[src/rtl/sorted_range_table_lookup_macros.svh]
// Assertion macros shared by the sorted range table lookup modules.
// Each macro expects signals named clock and reset in the including module.
`ifndef SORTED_RANGE_TABLE_LOOKUP_MACROS_SVH
`define SORTED_RANGE_TABLE_LOOKUP_MACROS_SVH

// The condition holds at every clock edge outside reset.
`define SRTL_ASSERT_ALWAYS(label, cond, msg) \
   label: assert property (@(posedge clock) disable iff (reset) (cond)) else $error(msg);

// The consequent holds in the same cycle as the antecedent.
`define SRTL_ASSERT_SAME(label, ante, cons, msg) \
   label: assert property (@(posedge clock) disable iff (reset) (ante) |-> (cons)) \
      else $error(msg);

// The consequent holds in the cycle after the antecedent.
`define SRTL_ASSERT_NEXT(label, ante, cons, msg) \
   label: assert property (@(posedge clock) disable iff (reset) (ante) |=> (cons)) \
      else $error(msg);

`endif

[src/rtl/srtl_pkg.sv]
// Shared types and constants for the sorted range table lookup block.
// Used by the controller, the datapath and the top level; depends on nothing.
package srtl_pkg;

   localparam int ADDR_BITS     = 32;
   localparam int TAG_PORT_BITS = 16;

   localparam logic [ADDR_BITS-1:0] SENTINEL_ADDR = '1;

   localparam logic ACTION_INSERT = 1'b0;
   localparam logic ACTION_QUERY  = 1'b1;

   localparam logic [1:0] STATUS_OK   = 2'd0;
   localparam logic [1:0] STATUS_MISS = 2'd1;
   localparam logic [1:0] STATUS_FULL = 2'd2;

   // Which result the datapath loads into the output register.
   typedef enum logic [1:0] {
      RES_INSERT_OK,
      RES_FULL,
      RES_MISS,
      RES_LOOKUP
   } res_sel_type;

   // Commands from the controller to the datapath.
   typedef struct packed {
      logic        load_req;
      logic        search_rd;
      logic        search_upd;
      logic        probe_rd;
      logic        shift_init;
      logic        shift_rd;
      logic        ins_wr;
      logic        res_load;
      res_sel_type res_sel;
   } srtl_cmd_type;

   // Status from the datapath to the controller.
   typedef struct packed {
      logic is_query;
      logic sentinel;
      logic empty;
      logic full;
      logic lo_lt_hi;
      logic lo_zero;
      logic ptr_above;
   } srtl_status_type;

endpackage

[src/rtl/srtl_ctrl.sv]
// Controller state machine of the sorted range table lookup block.
// Depends on srtl_pkg and the shared assertion macro header.
`include "sorted_range_table_lookup_macros.svh"

module srtl_ctrl
   import srtl_pkg::*;
(
   input  logic            clock,
   input  logic            reset,
   input  logic            req_valid,
   output logic            req_stall,
   output logic            rsp_valid,
   input  logic            rsp_stall,
   input  srtl_status_type status,
   output srtl_cmd_type    cmd
);

   typedef enum logic [2:0] {
      ST_IDLE,
      ST_DISPATCH,
      ST_SEARCH_RD,
      ST_SEARCH_CMP,
      ST_SHIFT,
      ST_INS_WR,
      ST_FINISH
   } state_type;

   state_type   state_ff, state_in;
   logic        rsp_valid_ff, rsp_valid_in;
   res_sel_type res_sel_ff, res_sel_in;

   always_comb begin
      state_in     = state_ff;
      rsp_valid_in = rsp_valid_ff && rsp_stall;
      res_sel_in   = res_sel_ff;
      cmd          = '0;
      cmd.res_sel  = res_sel_ff;
      case (state_ff)
         ST_IDLE: begin
            if (req_valid) begin
               cmd.load_req = 1'b1;
               state_in     = ST_DISPATCH;
            end
         end
         ST_DISPATCH: begin
            if (status.is_query && (status.sentinel || status.empty)) begin
               res_sel_in = RES_MISS;
               state_in   = ST_FINISH;
            end else if (!status.is_query && status.full) begin
               res_sel_in = RES_FULL;
               state_in   = ST_FINISH;
            end else begin
               state_in = ST_SEARCH_RD;
            end
         end
         ST_SEARCH_RD: begin
            if (status.lo_lt_hi) begin
               cmd.search_rd = 1'b1;
               state_in      = ST_SEARCH_CMP;
            end else if (status.is_query) begin
               if (status.lo_zero) begin
                  res_sel_in = RES_MISS;
               end else begin
                  cmd.probe_rd = 1'b1;
                  res_sel_in   = RES_LOOKUP;
               end
               state_in = ST_FINISH;
            end else begin
               cmd.shift_init = 1'b1;
               state_in       = ST_SHIFT;
            end
         end
         ST_SEARCH_CMP: begin
            cmd.search_upd = 1'b1;
            state_in       = ST_SEARCH_RD;
         end
         ST_SHIFT: begin
            if (status.ptr_above) begin
               cmd.shift_rd = 1'b1;
            end else begin
               state_in = ST_INS_WR;
            end
         end
         ST_INS_WR: begin
            cmd.ins_wr = 1'b1;
            res_sel_in = RES_INSERT_OK;
            state_in   = ST_FINISH;
         end
         ST_FINISH: begin
            if (!rsp_valid_ff || !rsp_stall) begin
               cmd.res_load = 1'b1;
               rsp_valid_in = 1'b1;
               state_in     = ST_IDLE;
            end
         end
         default: begin
            state_in = ST_IDLE;
         end
      endcase
   end

   always_ff @(posedge clock) begin
      if (reset) begin
         state_ff     <= ST_IDLE;
         rsp_valid_ff <= 1'b0;
         res_sel_ff   <= RES_MISS;
      end else begin
         state_ff     <= state_in;
         rsp_valid_ff <= rsp_valid_in;
         res_sel_ff   <= res_sel_in;
      end
   end

   assign req_stall = (state_ff != ST_IDLE);
   assign rsp_valid = rsp_valid_ff;

   `SRTL_ASSERT_NEXT(a_one_item_at_a_time, req_valid && !req_stall, req_stall, "second item taken while busy")

endmodule

[config.mk]
export PLATFORM = sky130hd
export DESIGN_NAME = srtl_ctrl
export DESIGN_NICKNAME = d
export VERILOG_FILES = /design/src/rtl/srtl_pkg.sv /design/src/rtl/srtl_ctrl.sv
export VERILOG_INCLUDE_DIRS = /design/src /design/src/rtl
export SDC_FILE = /design/constraint.sdc
export NUM_CORES = 1
export LEC_CHECK = 0
export ABC_CLOCK_PERIOD_IN_PS = 1650
export BUFFER_PORTS_ARGS = -buffer_cell sky130_fd_sc_hd__buf_4
export CAP_MARGIN = 10
export CORE_AREA = 2 2 39 41
export DETAILED_ROUTE_END_ITERATION = 7
export DIE_AREA = 0 0 41 43
export HOLD_SLACK_MARGIN = 0.02
export MAX_ROUTING_LAYER = met4
export SLEW_MARGIN = 10
export SYNTH_ARGS = -nofsm -noshare
export SYNTH_HDL_FRONTEND = slang
export SYNTH_SLANG_ARGS = --single-unit
[constraint.sdc]
create_clock -name clock -period 1.65 [get_ports clock]
set_input_delay 0.33 -clock clock [delete_from_list [all_inputs] [get_ports clock]]
set_output_delay 0.33 -clock clock [all_outputs]
set_load 0.01 [all_outputs]
==> flow_summary.json <==
{
  "place_area_um2": 614,
  "viasPerCell": 4.85,
  "pin_count": 23,
  "wl_per_cell_um": 10.9,
  "avgSynthCellArea_um2": 7.71,
  "cp_slowest_cell": "dfxtp_4",
  "grt_pass1_vias": 381,
  "clock-sinks": 6,
  "hold_viol_final": 0,
  "critPathBufInv": 1,
  "grt_max_degree": 11,
  "yosysUniqueCellTypes": 26,
  "synth_top_area_share_pct": 28.3,
  "dieHeight_um": 43,
  "port_buffers": 22,
  "drive_above_1_share_pct": 43.8,
  "synth_warnings": 0,
  "final_area_um2": 643,
  "globalplace.congestion": 0.715,
  "synth_nets": 66,
  "reg2reg_slack_ps": 280,
  "synth_cells": 55,
  "max_freq_mhz": 623,
  "drv_cap": 0,
  "synth_edf_count": 0,
  "netlist_area_um2": 424,
  "async_flop_share_pct": 0,
  "tightest_slew_ps": 391,
  "end_kind": "primary output",
  "hold_path.class": "input pin to flip-flop",
  "postRouteAntennaNets": 0,
  "relSlewSlack_pct": 73.6,
  "remaining_drc_errors": 0,
  "slowest_delay_ps": 360,
  "status": "finished, final reports clean",
  "crit_path_start_kind": "flip-flop",
  "rows": 14,
  "clock_path_buffers": 2,
  "powerDensity_mw_per_mm2": 927,
  "clk_pin_slew_ps": 40,
  "cp.required_ps": 1320,
  "die_width_um": 41,
  "leakage_uw": 0.000287,
  "cp.arrival_ps": 1280,
  "yosys.area.top_type": "dfxtp_1",
  "ys.flop_type": "dfxtp_1",
  "total_power_uw": 596,
  "track_usage_pct": 12.9,
  "multiInputGateArea_um2": 283,
  "ys_ff_latch": 6,
  "fillers": 147,
  "dp_hpwl_um": 834,
  "crit_type": "flip-flop to primary output",
  "ctsHtreeMaxLevel": 1,
  "fin_crit_ps": 1610,
  "setup_violations": 0,
  "wirelength_mm": 1.05,
  "layout-area-overhead-vs-synth_pct": 51.6,
  "coreArea_mm2": 0.00138,
  "hold_buffers": 0,
  "fin_crit_sh_pct": 97.3,
  "ir_drop_v": 0.000452,
  "maxSlewViolCount": 0,
  "crit_chain": "nand2b_4 -> nor4b_4 -> nor2b_1 -> buf_4",
  "synth_common_cells": "7 x nor2_1, 6 x a21oi_1, 6 x dfxtp_1, 4 x o21ai_0",
  "grt_overflow": 0,
  "clock_skew_ps": 3.43,
  "rsz0062_at_grt": "yes",
  "final_nets": 93,
  "fin_hold_ws_ps": 286,
  "crit_fanout": 10,
  "cts_root_buf": "clkbuf_4",
  "ff_latch_area_um2": 126,
  "drtPass1Iterations": 4,
  "insertion_delay_ps": 230,
  "post-synth-top-count-cell": "nor2_1",
  "cts_tree": "done",
  "antenna_found_initial": 0,
  "yosysSeqAreaShare_pct": 28.3,
  "drt-initial-drc-count": 3,
  "synth_area_leaders": "dfxtp_1 28%, a21oi_1 7.1%, nor2_1 6.2%",
  "start_util_pct": 30.7,
  "vias": 466,
  "grt_pass1_wl_mm": 1.50,
  "antenna_cells": 0,
  "numCtsBuffers": 3,
  "die-area_mm2": 0.00176,
  "crit_family": "simple AND/OR/NAND/NOR gates"
}
## layout make-up
type                            instances  share of cell area [%]
Multi-Input combinational cell         44                    44.0
Sequential cell                         6                    19.6
Clock buffer                            3                    3.50
Timing Repair Buffer                   24                    28.0
Inverter                                3                    1.75
Tap cell                               16                    3.11
## per-stage QoR
stage	util (%)	worst slack (ps)	TNS [ps]	cells
after floorplan	-	239	0	55
after global placement	44.4	183	0	93
after detailed placement	44.4	182	0	93
after CTS	46.3	32.3	0	96
after global routing	46.5	-28.2	-49.8	96
final	46.5	44.5	0	96
## worst paths after layout
path | cells after the start | to | start
worst max-delay path | 4 | cmd[6] | state_ff[0]$_SDFFE_PP0P_
worst min-delay path | 2 | res_sel_ff[0]$_SDFFE_PP0P_ | status[1]
worst max register to register | 5 | res_sel_ff[0]$_SDFFE_PP0P_ | state_ff[0]$_SDFFE_PP0P_
worst min register to register | 1 | state_ff[0]$_SDFFE_PP0P_ | state_ff[0]$_SDFFE_PP0P_
## logic make-up (layout without fill, tap and decap cells)
kind of cell / after synthesis / after routing / synth area share [%]
AND/OR/NAND/NOR: 26 / 26 / 38.3
AO/OA/AOI/OAI: 17 / 17 / 26.0
flip-flops: 6 / 6 / 28.3
buffers and inverters: 5 / 30 / 5.01
multiplexers: 1 / 1 / 2.36
## cell usage in the layout, fill, tap and decap left out, drive strengths merged, types with 3 or more instances in the layout
cell type / instances
inv: 3
clkbuf: 3
a21oi: 6
nand2b: 3
buf: 24
dfxtp: 6
nor3: 3
nor2: 7
nor4: 3
o21ai: 6
## state kept, by name (all words and copies together) (netlist names)
signal	flops
rsp_valid	1
res_sel_ff	2
state_ff	3
## routing by layer
metal  track usage [%]  routed length [um]  vias up
met2              17.8                 476       11
met5                 -                   0        -
met4              10.0                  14        0
met1              16.1                 496      199
met3              1.57                  58        2
li1                  -                   -      254
## power by group
group	leakage, uW	switching (uW)	internal (uW)
clock network	0.0000138	43.2	81.6
logic	0.000222	122	135
registers	0.0000506	40.6	174
## repair_timing
| action | in CTS | in global routing |
|---|---|---|
| setup endpoints to repair | 3 | 3 |
| buffers inserted | 0 | 0 |
| gates resized for setup | 3 | 1 |
(Power assumes the default switching activity.)
